==> src/rtl/pso_pkg.sv <==
// Shared types, constants and codes for the particle swarm update block.
package pso_pkg;

  // Default number of dimension slots in each element memory.
  localparam int unsigned MAX_DIMS_DEF = 64;

  // Configuration port geometry.
  localparam int unsigned CFG_ADDR_W = 4;
  localparam int unsigned CFG_DATA_W = 32;

  // Field widths.
  localparam int unsigned GAIN_W = 16;
  localparam int unsigned DIMS_W = 7;
  localparam int unsigned VAL_W  = 32;
  localparam int unsigned FRAC_W = 16;
  localparam int unsigned LGAIN_W = 20;

  // Stream payload widths.
  localparam int unsigned IN_DATA_W  = 96;
  localparam int unsigned OUT_DATA_W = 64;

  // Register reset values.
  localparam logic [GAIN_W-1:0] C1_RESET   = 16'd8397;
  localparam logic [GAIN_W-1:0] C2_RESET   = 16'd8397;
  localparam logic [GAIN_W-1:0] K_RESET    = 16'd47828;
  localparam logic [DIMS_W-1:0] DIMS_RESET = 7'd8;

  // Personal best score after reset is the largest positive value.
  localparam logic signed [VAL_W-1:0] SCORE_RESET = 32'sh7FFF_FFFF;
  localparam logic signed [VAL_W-1:0] VAL_MAX     = 32'sh7FFF_FFFF;
  localparam logic signed [VAL_W-1:0] VAL_MIN     = 32'sh8000_0000;

  // Register indexes on the configuration port (byte address is 4 * index).
  typedef enum logic [1:0] {
    REG_COGNITIVE    = 2'd0,
    REG_SOCIAL       = 2'd1,
    REG_CONSTRICTION = 2'd2,
    REG_DIMS         = 2'd3
  } reg_idx_t;

  // Current register values as seen by the datapath.
  typedef struct packed {
    logic [GAIN_W-1:0] c1;
    logic [GAIN_W-1:0] c2;
    logic [GAIN_W-1:0] k;
    logic [DIMS_W-1:0] dims;
  } cfg_t;

  // Controller states.
  typedef enum logic [2:0] {
    ST_CLEAR,
    ST_IDLE,
    ST_DIFF,
    ST_PROD,
    ST_SUM,
    ST_SCALE,
    ST_WRITE
  } state_t;

  // Commands from the controller to the datapath.
  typedef struct packed {
    logic clear;
    logic accept;
    logic diff;
    logic prod;
    logic sum;
    logic scale;
    logic write;
  } dp_cmd_t;

  // Status from the datapath to the controller.
  typedef struct packed {
    logic clear_last;
    logic out_free;
  } dp_status_t;

endpackage

==> src/rtl/pso_ctrl.sv <==
// Controller state machine sequencing the clear sweep and each element update.
module pso_ctrl (
  input  logic                clk,
  input  logic                rst,
  input  logic                s_tvalid,
  output logic                s_tready,
  input  pso_pkg::dp_status_t status,
  output pso_pkg::dp_cmd_t    cmd
);
  import pso_pkg::*;

  state_t state;
  state_t state_next;

  // State register; the memories are swept to zero right after reset.
  always_ff @(posedge clk) begin
    if (rst) begin
      state <= ST_CLEAR;
    end else begin
      state <= state_next;
    end
  end

  // Next state and commands.
  always_comb begin
    state_next = state;
    cmd        = '0;
    s_tready   = 1'b0;
    case (state)
      ST_CLEAR: begin
        cmd.clear = 1'b1;
        if (status.clear_last) begin
          state_next = ST_IDLE;
        end
      end
      ST_IDLE: begin
        s_tready   = 1'b1;
        cmd.accept = s_tvalid;
        if (s_tvalid) begin
          state_next = ST_DIFF;
        end
      end
      ST_DIFF: begin
        cmd.diff   = 1'b1;
        state_next = ST_PROD;
      end
      ST_PROD: begin
        cmd.prod   = 1'b1;
        state_next = ST_SUM;
      end
      ST_SUM: begin
        cmd.sum    = 1'b1;
        state_next = ST_SCALE;
      end
      ST_SCALE: begin
        cmd.scale  = 1'b1;
        state_next = ST_WRITE;
      end
      ST_WRITE: begin
        // Hold until the output register can take the result.
        cmd.write = status.out_free;
        if (status.out_free) begin
          state_next = ST_IDLE;
        end
      end
      default: begin
        state_next = ST_IDLE;
      end
    endcase
  end

endmodule

==> config.mk <==
export PLATFORM = sky130hd
export DESIGN_NAME = pso_ctrl
export DESIGN_NICKNAME = d
export VERILOG_FILES = /design/src/rtl/pso_pkg.sv /design/src/rtl/pso_ctrl.sv
export SDC_FILE = /design/constraint.sdc
export NUM_CORES = 1
export LEC_CHECK = 0
export BUFFER_PORTS_ARGS = -buffer_cell sky130_fd_sc_hd__buf_2
export CAP_MARGIN = 15
export CORE_AREA = 8 8 45 47
export DETAILED_ROUTE_END_ITERATION = 8
export DIE_AREA = 0 0 53 55
export SLEW_MARGIN = 25
export SYNTH_ARGS = -nofsm -noshare
export SYNTH_HDL_FRONTEND = slang
export SYNTH_SLANG_ARGS = --single-unit
==> constraint.sdc <==
create_clock -name clk -period 2.2 [get_ports clk]
set_input_delay 0.44 -clock clk [delete_from_list [all_inputs] [get_ports clk]]
set_output_delay 0.44 -clock clk [all_outputs]
set_load 0.03 [all_outputs]
Yosys cells after proc, flatten, opt, wreduce, memory -nomap -nowiden:

Index checks and enable logic that the tools add are counted.

* flip-flop bits (word level): 3
* latch bits: 0
* RAM bits: 0
* bits in read-only memories: 0
* bits of input ports: 5
* output and inout bits: 8
* logic and storage cells: 24
* memories: 0

* add/subtract/negate cells: 0
* $mul: 0
* divide/modulo/power cells: 0
* $lt $le $gt $ge: 0
* equality and inequality tests: 9
* shifts and indexed selects: 0
* multiplexer cells: 12
* bitwise logic cells: 0
* reductions and logical operators: 2

Operator list (count)
* $pmux W3 S7: 1
* $eq A3 B3 Y1 const B: 3
* $mux W3: 3
* $mux W1: 8
* $eq A3 B2 Y1 const B: 2
* $ne A2 B2 Y1 const B: 3
* $eq A3 B1 Y1 const B: 1
* $logic_not A3 Y1: 1
* $reduce_and A3 Y1: 1

Logic depth before layout (Yosys ltp):

* word-level depth: 3
* gate-level depth with buffers: 5
* depth with buffers taken out: 5

Least setup slack after synthesis:

Ideal clock, no wire load.

* kind: reg-to-output
* start point: register state[2]
* end point: output port cmd[5] in the netlist's numbering
* arrival time: 1.389 ns
* required time: 1.760 ns
* setup slack: 0.371 ns
* stages on the path, launching flop included: 4
* cells stage by stage: dfxtp_1 -> buf_6 -> nor3b_2 -> and2_1

RTL lines
* start, declared: RTL line pso_ctrl.sv:12 `state_t state;`
* start signal, assigned: RTL line pso_ctrl.sv:20 `state <= state_next;`
* end, declared: RTL line pso_ctrl.sv:8 `output pso_pkg::dp_cmd_t cmd`

==> metrics.txt <==
Synth cell types 23; clock buffer count from CTS 3; post-DP HPWL roughly 540 um; First DRT Iteration DRCs 8; post-layout min period ~1900 ps; HP Start rst; final-report hold violation count 0; largest net degree at the start of global routing 13; area of the mapped netlist between 200 and 300 um2; Synth Register Bits 3; cell area after layout approximately 360 um2; Setup CP Type reg2out; vias per std cell between 4 and 5; Design Power 0.0002249 W; Reg with most FFs state; Slew @ Worst Pin roughly 370 ps; most common cell in the netlist dfxtp_1; final period utilization 0.8527; Ys Warns 0; CTS root buffer clkbuf_4; Hold Path Class in2reg; placed cell areas between 300 and 400 um2; Routed WL roughly 660 um; Avg Cell Area, Syn 8.967 um2; hold buffers post-CTS 0; die span in x approximately 53 um; Clock Sinks 3; core area between 1000 and 1500 um2; Mapped Nets 36; asr flop ratio synth 0; total negative slack 0 ps; IR drop worst, VDD between 150 and 200 uV; leading area contributor after synthesis dfxtp_1; Final Wtd Congestion 0.7326; top_reg_cell synth dfxtp_1; RSZ-0062 raised after global routing false; Final #Nets 51; post-CTS setup buffer count 0; CP required between 1500 and 2000 ps; Arr. time, crit path 1440 ps; Yosys top cell area share 0.2233; first-pass GRT wire length ~1.2 mm; Layout Utilization 0.2595; Gate Count Post-Synth 30; biggest registers after layout state: 3 flops; Peak Freq 533.1 MHz; CP Launch Type flip-flop; std cell rows 14; Reg2Reg Launch Point state[1]$_SDFFE_PP0P_; Initial Utilization 0.1944; initial antenna violation count 0; number of global-route vias before repair approximately 260; Post-Route Hold Slack just over 400 ps; drt first pass iters 4; Pleak approximately 0.17 nW; Max Clock Skew between 0.4 and 0.5 ps; gr ovfl total 0; clock-pin slew on the worst setup and hold paths 40 ps; Post-DRT Antenna Nets 0; TritonCTS clock tree done; P per Cell Area ~630 nW/um2; # fillers 155; slew margin rel. 0.7518; Die Y around 55 um; DR vias around 270; Avg WL per Cell ~11 um; Seq/Total Area, Yosys 0.2233; layout cells sized above 1 0.4545; Die ar. around 2900 um2; Worst setup EP type output port; I/O Buffers 12; # IOs 13; status complete, no violations; Area Overhead vs Synth 33.49%; Final Slew Violations 0; Post-synth EDFFs 0; top cells by area, synth dfxtp_1, nor3b_2, a211oi_1; CP max FO 12; H-Tree Depth 1; max reg flops 3; Bufs on Longest Clock Path 2; GRT Overall Usage 0.05789; final setup violation count 0; DRC 0; worst-skew pair later-pin latency ~230 ps; max cap viols 0; PostCTS Resize Cnt 0; Crit. Startpoint state[0]$_SDFFE_PP0P_; antenna cells 0
[power by group]
group          leakage, nW  switching, W  internal (W)  total [W]
registers           0.0246    0.00000939     0.0000584  0.0000678
logic                0.132     0.0000364     0.0000254  0.0000618
clock network       0.0150     0.0000274     0.0000679  0.0000952
[cell families (layout without fill, tap and decap cells)]
logic type,after synthesis,after routing,share of synthesized area
multiplexers,1,1,0.05580
flip-flops,3,3,0.2233
adder cells (fa/ha/maj),1,1,0.04650
buffers and inverters,4,18,0.08836
AO/OA/AOI/OAI,6,6,0.1861
AND/OR/NAND/NOR,15,15,0.4000
[per-stage QoR]
step / worst slack (ps) / std cells
after floorplan: 371.2 / 30
after global placement: 607.2 / 56
after detailed placement: 571.3 / 56
after CTS: 301.1 / 60
after global routing: 196.6 / 60
final: 324.1 / 60
[layout make-up]
class	instances	area, um2	area share
Clock buffer	4	26.28	0.07317
Inverter	2	7.507	0.02091
Multi-Input combinational cell	23	185.2	0.5157
Sequential cell	3	60.06	0.1672
Tap cell	16	20.02	0.05575
Timing Repair Buffer	12	60.06	0.1672
[final timing paths]
path,endpoint,slack [ps],depth (start not counted)
hold reg to reg,state[1]$_SDFFE_PP0P_,740,3
setup / recovery,cmd[5],320,3
hold / removal,state[0]$_SDFFE_PP0P_,410,2
setup reg to reg,state[0]$_SDFFE_PP0P_,670,5
[worst max-delay path, cell delays in order, from the launching register on]
cell,delay (ps)
dfxtp_1,510
nor3b_2,350
and2_1,160
buf_2,190
[layer usage]
layer | vias up | GRT usage | wire [um]
li1 | 144 | - | -
met1 | 121 | 0.06980 | 342
met2 | 6 | 0.07031 | 314
met3 | 0 | 0.02406 | 4
met4 | 0 | 0.06466 | 0
met5 | - | 0 | 0
[placed cells by master, fill, tap and decap left out, types with 2 or more instances in the layout]
| master | instances |
|---|---|
| nand2_1 | 2 |
| inv_1 | 2 |
| nor3b_2 | 2 |
| nor3b_1 | 2 |
| a211oi_1 | 2 |
| buf_2 | 12 |
| clkbuf_4 | 3 |
| dfxtp_1 | 3 |
No activity file was read; power rests on OpenSTA's default activity.
