===== config.mk =====
export PLATFORM = sky130hd
export DESIGN_NAME = pso_cfg
export DESIGN_NICKNAME = d
export VERILOG_FILES = /design/src/rtl/pso_pkg.sv /design/src/rtl/pso_cfg.sv
export SDC_FILE = /design/constraint.sdc
export NUM_CORES = 1
export LEC_CHECK = 0
export ABC_AREA = 0
export BUFFER_PORTS_ARGS = -buffer_cell sky130_fd_sc_hd__buf_2
export CAP_MARGIN = 20
export CORE_MARGIN = 5
export CORE_UTILIZATION = 50
export DETAILED_ROUTE_END_ITERATION = 10
export PLACE_DENSITY = 0.85
export SETUP_SLACK_MARGIN = 0.5
export SYNTH_ARGS = -nofsm -noshare
export SYNTH_HDL_FRONTEND = slang
export SYNTH_SLANG_ARGS = --single-unit

===== constraint.sdc =====
create_clock -name clk -period 2.6 [get_ports clk]
set_input_delay 0.52 -clock clk [delete_from_list [all_inputs] [get_ports clk]]
set_output_delay 0.52 -clock clk [all_outputs]
set_load 0.02 [all_outputs]

===== src/rtl/pso_pkg.sv =====
// Shared types, constants and codes for the particle swarm update block.
package pso_pkg;

  // Default number of dimension slots in each element memory.
  localparam int unsigned MAX_DIMS_DEF = 64;

  // Configuration port geometry.
  localparam int unsigned CFG_ADDR_W = 4;
  localparam int unsigned CFG_DATA_W = 32;

  // Field widths.
  localparam int unsigned GAIN_W = 16;
  localparam int unsigned DIMS_W = 7;
  localparam int unsigned VAL_W  = 32;
  localparam int unsigned FRAC_W = 16;
  localparam int unsigned LGAIN_W = 20;

  // Stream payload widths.
  localparam int unsigned IN_DATA_W  = 96;
  localparam int unsigned OUT_DATA_W = 64;

  // Register reset values.
  localparam logic [GAIN_W-1:0] C1_RESET   = 16'd8397;
  localparam logic [GAIN_W-1:0] C2_RESET   = 16'd8397;
  localparam logic [GAIN_W-1:0] K_RESET    = 16'd47828;
  localparam logic [DIMS_W-1:0] DIMS_RESET = 7'd8;

  // Personal best score after reset is the largest positive value.
  localparam logic signed [VAL_W-1:0] SCORE_RESET = 32'sh7FFF_FFFF;
  localparam logic signed [VAL_W-1:0] VAL_MAX     = 32'sh7FFF_FFFF;
  localparam logic signed [VAL_W-1:0] VAL_MIN     = 32'sh8000_0000;

  // Register indexes on the configuration port (byte address is 4 * index).
  typedef enum logic [1:0] {
    REG_COGNITIVE    = 2'd0,
    REG_SOCIAL       = 2'd1,
    REG_CONSTRICTION = 2'd2,
    REG_DIMS         = 2'd3
  } reg_idx_t;

  // Current register values as seen by the datapath.
  typedef struct packed {
    logic [GAIN_W-1:0] c1;
    logic [GAIN_W-1:0] c2;
    logic [GAIN_W-1:0] k;
    logic [DIMS_W-1:0] dims;
  } cfg_t;

  // Controller states.
  typedef enum logic [2:0] {
    ST_CLEAR,
    ST_IDLE,
    ST_DIFF,
    ST_PROD,
    ST_SUM,
    ST_SCALE,
    ST_WRITE
  } state_t;

  // Commands from the controller to the datapath.
  typedef struct packed {
    logic clear;
    logic accept;
    logic diff;
    logic prod;
    logic sum;
    logic scale;
    logic write;
  } dp_cmd_t;

  // Status from the datapath to the controller.
  typedef struct packed {
    logic clear_last;
    logic out_free;
  } dp_status_t;

endpackage


===== src/rtl/pso_cfg.sv =====
// APB-style register file holding the gains, constriction factor and dimension count.
module pso_cfg (
  input  logic                             clk,
  input  logic                             rst,
  input  logic                             psel,
  input  logic                             penable,
  input  logic                             pwrite,
  input  logic [pso_pkg::CFG_ADDR_W-1:0]   paddr,
  input  logic [pso_pkg::CFG_DATA_W-1:0]   pwdata,
  output logic [pso_pkg::CFG_DATA_W-1:0]   prdata,
  output logic                             pready,
  output pso_pkg::cfg_t                    cfg
);
  import pso_pkg::*;

  reg_idx_t reg_idx;
  logic     wr_en;

  assign pready  = 1'b1;
  assign reg_idx = reg_idx_t'(paddr[3:2]);
  assign wr_en   = psel && penable && pwrite && pready;

  // Register writes, each value masked to its width.
  always_ff @(posedge clk) begin
    if (rst) begin
      cfg.c1   <= C1_RESET;
      cfg.c2   <= C2_RESET;
      cfg.k    <= K_RESET;
      cfg.dims <= DIMS_RESET;
    end else if (wr_en) begin
      case (reg_idx)
        REG_COGNITIVE:    cfg.c1   <= pwdata[GAIN_W-1:0];
        REG_SOCIAL:       cfg.c2   <= pwdata[GAIN_W-1:0];
        REG_CONSTRICTION: cfg.k    <= pwdata[GAIN_W-1:0];
        REG_DIMS:         cfg.dims <= pwdata[DIMS_W-1:0];
        default: ;
      endcase
    end
  end

  // Read-back mux.
  always_comb begin
    case (reg_idx)
      REG_COGNITIVE:    prdata = CFG_DATA_W'(cfg.c1);
      REG_SOCIAL:       prdata = CFG_DATA_W'(cfg.c2);
      REG_CONSTRICTION: prdata = CFG_DATA_W'(cfg.k);
      REG_DIMS:         prdata = CFG_DATA_W'(cfg.dims);
      default:          prdata = '0;
    endcase
  end

endmodule


-- Word-level counts from Yosys, hierarchy flattened
Cells that the tools add are included.
- equality and inequality tests: 3
- multiplexer cells: 1
- reduce and logical (&&, ||, !) cells: 7
- operator list (operator ; count):
    $pmux W32 S4 ; 1
    $reduce_and A2 Y1 ; 4
    $eq A2 B2 Y1 const B ; 2
    $eq A2 B1 Y1 const B ; 1
    $logic_and A1 B1 Y1 ; 2
    $logic_not A2 Y1 ; 1
- register bits: 55
- input port bits: 41
- output and inout port bits: 88
- logic and storage cells: 15

-- Longest topological paths before layout
Gate-level depths: netlist (run 1).
- depth in word-level cells: 3
- gate-level depth with buffers: 5
- gate-level depth less buffers: 3

-- Worst setup path after synthesis (run 1)
No wires, ideal clock.
- kind: input -> output
- start point: input port paddr[2] in the netlist's numbering
- end point: output port prdata[10] in the netlist's numbering
- data arrival time: 1476 ps
- data required time: 2080 ps
- path slack: 604 ps
- cell stages on the path: 4
- path buffers: 2
- cell sequence: buf_4 -> buf_4 -> mux2i_1 -> o21ai_0
- longest elaborated chain between the ends: 2
- elaborated cells on any way between the ends: 5
- those cells by class: 3 x eq/ne; 1 x mux; 1 x reduce/logical
- RTL lines (item ; RTL line ; RTL):
    from (decl) ; pso_cfg.sv:8 ; input logic [pso_pkg::CFG_ADDR_W-1:0] paddr,
    $eq A2 B2 Y1 (tied with other cells) ; pso_cfg.sv:43 ; case (reg_idx)
    $pmux W32 S4 (*) ; pso_cfg.sv:43 ;
    to (decl) ; pso_cfg.sv:10 ; output logic [pso_pkg::CFG_DATA_W-1:0] prdata,
Every way passes the cells marked *; elsewhere a longest branch is shown, timed or not. The select of a mux whose other input is x is not followed.

-- Final worst setup path (run 1)
- start point: input port paddr[2] in the netlist's numbering
- end point: output port prdata[5] in the netlist's numbering
Same word-level chain as after synthesis.

==> run_results.csv, run 1 <==
group,metric,value,unit
synthesis,synth.avg_cell_area,10.1,um2
cells_and_area,multi_input_area,1430,um2
die,core-area,5170,um2
synthesis,ys_async_sr_fraction,0,
critical_path,critPathMostFrequentCell,"buf_4",
clock_network,cts_setup_buffers,0,
die,pin_count,129,
synthesis,yosysUniqueCellTypes,25,
clock_network,clockBufferDepth,2,
power,power_switching,427,uW
critical_path,startpoint_type,"primary input",
critical_path,cp_cell_sequence,"buf_4 > buf_4 > mux4_2 > buf_2",
placement,port_buffers,93,
sta,post-route-period-util,0.786,
critical_path,worstPathRequired,2080,ps
detailed_routing,drt_iter0_drc,81,
sta,maxSlewHeadroom,0.535,
cells_and_area,largest-register,"cfg",
placement,detailed_place_hpwl,4700,um
sta,timing.final.crit_period,2040,ps
synthesis,synth_seq_cells,55,
critical_path,crit_path_end_kind,"primary output",
sta,setup_tns,0,ps
die,num_rows,26,
detailed_routing,wl_per_cell,15.2,um
cells_and_area,final_util,0.631,
critical_path,path_class,"primary input to primary output",
grt,grt_max_degree,75,
clock_network,cts-root-buf,"clkbuf_8",
synthesis,ys_dominant_reg_cell,"dfxtp_1",
clock_network,h-tree-depth,2,
cells_and_area,drive_gt1_frac,0.339,
die,fp.dieW,83.4,um
synthesis,yosysSeqAreaShare,0.409,
power,ir_drop,0.000313,V
detailed_routing,drcViolationCount,0,
critical_path,r2r_setup_slack,1810,ps
sta,rsz0062_at_grt,"false",
clock_network,cts_sinks,55,
run,cap_violations,0,
detailed_routing,wirelength,6460,um
cells_and_area,top_regs,"cfg (55)",
power,pwr-share-clk,0.350,
die,initial_core_util,0.521,
detailed_routing,viasPerCell,5.06,
synthesis,syn_area,2700,um2
cells_and_area,fill_cells,432,
cells_and_area,largest_reg_flops,55,
grt,antenna_found_initial,0,
die,dieArea,6960,um2
synthesis,yosysWarnings,0,
clock_network,path_clk_slew,90,ps
synthesis,netlist_instances,267,
cells_and_area,nets,394,
grt,track_usage,0.185,
critical_path,critical_path.max_stage_delay,320,ps
grt,grt_pass1_vias,2137,
power,intPower,1.22,mW
power,pwr-share-comb,0.127,
critical_path,crit_slowest_cell,"mux4_2",
sta,finalClockSkew,0,ps
clock_network,cts_tree,"done",
grt,grt_pass1_wl,10700,um
critical_path,critPathArrivalTime,1520,ps
detailed_routing,drt-pass1-iter-count,4,
detailed_routing,vias,2145,
grt,overflow,0,
clock_network,worstSkewPairLatency,300,ps
power,cellPowerDensity,506,nW/um2
min_path,worstHoldPathType,"primary input to register",
synthesis,synth_edf_count,0,
sta,setup_viol_count_final,0,
sta,worst_pin_slew,697,ps
placement,place_congestion,0.732,
critical_path,crit_family,"buffers and inverters",
cells_and_area,seq_area,1100,um2
sta,hold_violations,0,
die,die_h,83.4,um
clock_network,numCtsBuffers,5,
power,leakage,1.61,nW
power,seq_power_share,0.522,
detailed_routing,final_antenna_net_count,0,
sta,max_freq,489,MHz
power,p_sw_frac,0.258,
sta,finalMaxSlewViolations,0,
critical_path,path_buf_inv,3,
critical_path,worst-path-max-fanout,16,
cells_and_area,syn_to_final_growth,21.1,%
outcome,status,"finished, final reports clean",
cells_and_area,diodes,0,
## area by class of cell
| type | count | share of cell area |
|---|---|---|
| Clock inverter | 3 | 0.0146 |
| Multi-Input combinational cell | 192 | 0.438 |
| Tap cell | 70 | 0.0268 |
| Clock buffer | 5 | 0.0211 |
| Timing Repair Buffer | 99 | 0.162 |
| Sequential cell | 55 | 0.337 |
## final timing paths
check | start | endpoint | cells past startpoint
max | paddr[2] | prdata[5] | 4
min | pwdata[3] | cfg[10] | 3
max reg2reg | cfg[10] | cfg[10] | 2
min reg2reg | cfg[40] | cfg[40] | 2
## synthesized netlist by cell type, types with 2 or more instances
cell type | n | area [um2]
dfxtp_1 | 55 | 1100
clkbuf_1 | 9 | 33.8
nand2_1 | 9 | 33.8
nor2_1 | 23 | 86.3
conb_1 | 2 | 7.51
buf_4 | 22 | 165
nand3_1 | 2 | 10.0
and3_1 | 7 | 43.8
mux2i_1 | 58 | 581
mux4_2 | 7 | 158
nand2b_1 | 45 | 282
buf_2 | 3 | 15.0
a211o_1 | 5 | 43.8
o21ai_0 | 9 | 45.0
## layout by cell type, fill, tap and decap left out, types with 2 or more instances in the layout
| cell | synthesis | routed |
|---|---|---|
| mux2i_1 | 58 | 58 |
| conb_1 | 2 | 17 |
| mux4_2 | 7 | 7 |
| a211o_1 | 5 | 5 |
| and3_1 | 7 | 7 |
| buf_4 | 22 | 7 |
| dfxtp_1 | 55 | 55 |
| nand2_1 | 9 | 9 |
| nor2_1 | 23 | 23 |
| nand2b_1 | 45 | 45 |
| o21ai_0 | 9 | 9 |
| nand3_1 | 2 | 2 |
| buf_2 | 3 | 91 |
| clkbuf_8 | 0 | 5 |
## kinds of logic (layout without fill, tap and decap cells)
| kind of cell | after synthesis | count (layout) | synth area share |
|---|---|---|---|
| other | 2 | 17 | 0.00279 |
| AO/OA/AOI/OAI | 16 | 16 | 0.0385 |
| multiplexers | 65 | 65 | 0.274 |
| flip-flops | 55 | 55 | 0.409 |
| buffers and inverters | 35 | 107 | 0.0836 |
| AND/OR/NAND/NOR | 94 | 94 | 0.193 |
## metrics by stage
step                      setup WS [ps]  total power [mW]  hold WS, ps  std cells  instance area (um2)
after floorplan                     604              1.05          555        282                 2750
after global placement              421              1.09          472        416                 3140
after detailed placement            375              1.09          475        416                 3140
after CTS                           508              1.67          462        424                 3260
final                               556              1.65          468        424                 3260
after global routing                502              1.73          465        424                 3260
## routing by layer
metal  up-vias  GRT usage  routed length, um
met1      1012      0.219               2680
met4         0     0.0497                101
met3        11     0.0545                493
li1       1044          -                  -
met5         -          0                  0
met2        78      0.325               3180
## repair_timing
item / in CTS / in global routing
gates resized for setup: 1 / 2
setup endpoints to repair: 12 / 14
hold buffers: 0 / 0
cloned: 0 / 0
## power groups by stage
stage	registers [mW]	clock network, mW	logic (mW)
2_1_floorplan	0.895	0	0.151
4_1_cts	0.863	0.593	0.210
5_1_grt	0.865	0.635	0.228
3_3_place_gp	0.882	0	0.206
3_5_place_dp	0.882	0	0.209
6_report	0.863	0.579	0.210
## worst reg2reg max path, delay by kind of cell, from the launching register on
family,cells,cell delay [ps]
AOI/OAI and AO/OA,2,350
DFF,1,380
Note: power is estimated with default switching activity, not from simulation.
==> run 2: changes to the inputs <==
--- a/config.mk
+++ b/config.mk
@@ -5,13 +5,13 @@
 export SDC_FILE = /design/constraint.sdc
 export NUM_CORES = 1
 export LEC_CHECK = 0
-export ABC_AREA = 0
+export ABC_AREA = 1
 export BUFFER_PORTS_ARGS = -buffer_cell sky130_fd_sc_hd__buf_2
 export CAP_MARGIN = 20
 export CORE_MARGIN = 5
-export CORE_UTILIZATION = 50
+export CORE_UTILIZATION = 46
 export DETAILED_ROUTE_END_ITERATION = 10
-export PLACE_DENSITY = 0.85
+export PLACE_DENSITY = 0.8
 export SETUP_SLACK_MARGIN = 0.5
 export SYNTH_ARGS = -nofsm -noshare
 export SYNTH_HDL_FRONTEND = slang
==> constraint.sdc (replaced) <==
create_clock -name clk -period 2 [get_ports clk]
set_input_delay 0.4 -clock clk [delete_from_list [all_inputs] [get_ports clk]]
set_output_delay 0.4 -clock clk [all_outputs]
set_load 0.02 [all_outputs]
==> run 2 against run 1 <==
  * Cell area rose by 13%
  * Clock skew unchanged
  * Register-to-register slack worse by 460 ps
  * Critical path depth increased by 3
  * First-iteration DRC count grew 35%
  * Combinational power increased by 120%
==> run_results.csv, run 2 <==
group,metric,value,unit
grt,grt_pass1_vias,2724,
grt,grt_max_degree,56,
critical_path,path_class,"primary input to primary output",
clock_network,worstSkewPairLatency,300,ps
synthesis,synth.avg_cell_area,6.69,um2
power,pwr-share-comb,0.185,
cells_and_area,largest_reg_flops,55,
die,initial_core_util,0.477,
synthesis,synth_seq_cells,55,
synthesis,synth_top_area_frac,0.415,
power,intPower,1.80,mW
critical_path,critical_path.max_stage_delay,180,ps
sta,post-route-period-util,0.813,
synthesis,synthTopCellsByCount,"nand2_1, nor2_1, nand3_1, dfxtp_1, buf_4",
synthesis,ys_async_sr_fraction,0,
clock_network,clockBufferDepth,2,
detailed_routing,drt-pass1-iter-count,4,
grt,overflow,0,
cells_and_area,drive_gt1_frac,0.312,
critical_path,critPathArrivalTime,1230,ps
detailed_routing,drt_iter0_drc,109,
synthesis,synth.most_common_cell,"nand2_1",
critical_path,cp_cell_sequence,"buf_8 > nor2_4 > buf_6 > buf_16 > nand2_2 > nand4_1 > buf_6",
synthesis,syn_area,2660,um2
die,core-area,5570,um2
synthesis,synth_top_area_cell,"dfxtp_1",
clock_network,cts_tree,"done",
cells_and_area,seq_area,1100,um2
grt,antenna_found_initial,0,
power,pwr-share-clk,0.353,
placement,detailed_place_hpwl,5130,um
cells_and_area,nets,544,
synthesis,yosysUniqueCellTypes,17,
clock_network,cts_sinks,55,
critical_path,critPathMostFrequentCell,"buf_6",
sta,worst_pin_slew,585,ps
power,leakage,1.89,nW
placement,port_buffers,93,
synthesis,yosysWarnings,0,
clock_network,holdBufCountCts,0,
die,dieArea,7390,um2
synthesis,ys_dominant_reg_cell,"dfxtp_1",
synthesis,ys_top_cells_by_area,"dfxtp_1, nand2_1, nand3_1",
placement,place_congestion,0.796,
critical_path,startpoint_type,"primary input",
cells_and_area,multi_input_area,1390,um2
cells_and_area,top_regs,"cfg (55)",
sta,finalMaxSlewViolations,0,
power,p_sw_frac,0.270,
critical_path,path_buf_inv,4,
cells_and_area,fin_cells,576,
cells_and_area,fill_cells,502,
placement,dp_slack,265,ps
die,num_rows,27,
power,power_switching,667,uW
detailed_routing,wirelength,8270,um
clock_network,h-tree-depth,2,
grt,track_usage,0.222,
cells_and_area,syn_to_final_growth,39.1,%
synthesis,netlist_instances,397,
grt,grt_pass1_wl,13200,um
detailed_routing,viasPerCell,4.98,
clock_network,numCtsBuffers,5,
critical_path,worst-path-max-fanout,7,
sta,maxSlewHeadroom,0.608,
critical_path,crit_path_end_kind,"primary output",
die,die_h,86.0,um
critical_path,crit_family,"buffers and inverters",
power,ir_drop,0.000390,V
sta,hold_violations,0,
clock_network,cts-root-buf,"clkbuf_8",
outcome,status,"finished, final reports clean",
synthesis,synth_edf_count,0,
sta,fin_ws,375,ps
sta,timing.final.crit_period,1630,ps
cells_and_area,final_util,0.663,
critical_path,worstPathRequired,1600,ps
placement,place_inst,552,
sta,finalClockSkew,0,ps
cells_and_area,fin_area,3690,um2
run,cap_violations,0,
min_path,worstHoldPathType,"primary input to register",
detailed_routing,drcViolationCount,0,
detailed_routing,vias,2868,
sta,setup_tns,0,ps
power,seq_power_share,0.461,
cells_and_area,layout_common_cells,"nand2_1, buf_2, nor2_1",
clock_network,path_clk_slew,110,ps
critical_path,crit_slowest_cell,"nor2_4",
power,power,2.47,mW
cells_and_area,largest-register,"cfg",
cells_and_area,layout_commonest_cell,"nand2_1",
sta,max_freq,615,MHz
detailed_routing,wl_per_cell,14.4,um
die,fp.dieW,86.0,um
detailed_routing,final_antenna_net_count,0,
sta,holdWs,314,ps
die,pin_count,129,
synthesis,yosysSeqAreaShare,0.415,
sta,setup_viol_count_final,0,
cells_and_area,diodes,0,
sta,rsz0062_at_grt,"true",
placement,post_dp_cell_area,3130,um2
power,cellPowerDensity,668,nW/um2
run 2: cell count changes after synthesis, sizes merged, moves of 8 or more:
cell	change
o21ai	-8
nand2	+129
nor2	+51
nand2b	-45
nand3	+62
mux2i	-58
inv	+19
run 2: logic make-up after synthesis:
logic type | synth area share
compound gates | 0.00188
flops | 0.415
simple gates | 0.463
other cells | 0.00283
buf+inv | 0.118
run 2: final timing paths:
check | slack [ps] | cells past startpoint | end | start
worst max register to register | 1350 | 2 | cfg[0] | cfg[0]
worst min register to register | 490 | 2 | cfg[22] | cfg[22]
worst max-delay path | 370 | 7 | prdata[6] | paddr[3]
worst min-delay path | 310 | 3 | cfg[11] | pwdata[4]
run 2: worst reg2reg max path, stage by stage (launching register included):
cell     delay, ps
dfxtp_1        390
nor2_1          70
nor2_1         140
run 2: area by class of cell:
class                   count  area share
clock buffers               5      0.0186
clock inverters             3      0.0183
inverters                  19      0.0220
multi-input cells         303       0.376
flip-flops and latches     55       0.298
well taps                  72      0.0244
repair buffers            119       0.243
run 2: routing by layer:
metal,vias to the layer above,GRT usage,part of all wire
li1,1414,-,-
met4,0,0.0561,0.020
met3,17,0.0432,0.069
met5,-,0,0
met1,1325,0.266,0.40
met2,112,0.401,0.51
run 2: what timing repair did:
action,in CTS,in global routing
pin swaps,2,5
setup buffers,10,3
gates cloned,3,0
endpoints found under the hold margin,0,0
endpoints found under the setup margin,16,16
resized for setup,61,17
run 2: power by group through the flow:
stage	clock, mW	combinational [mW]	sequential [mW]
floorplan	0	0.228	1.19
global placement	0	0.348	1.16
detailed placement	0	0.354	1.16
CTS	0.883	0.437	1.14
global route	0.928	0.494	1.14
finish	0.871	0.457	1.14
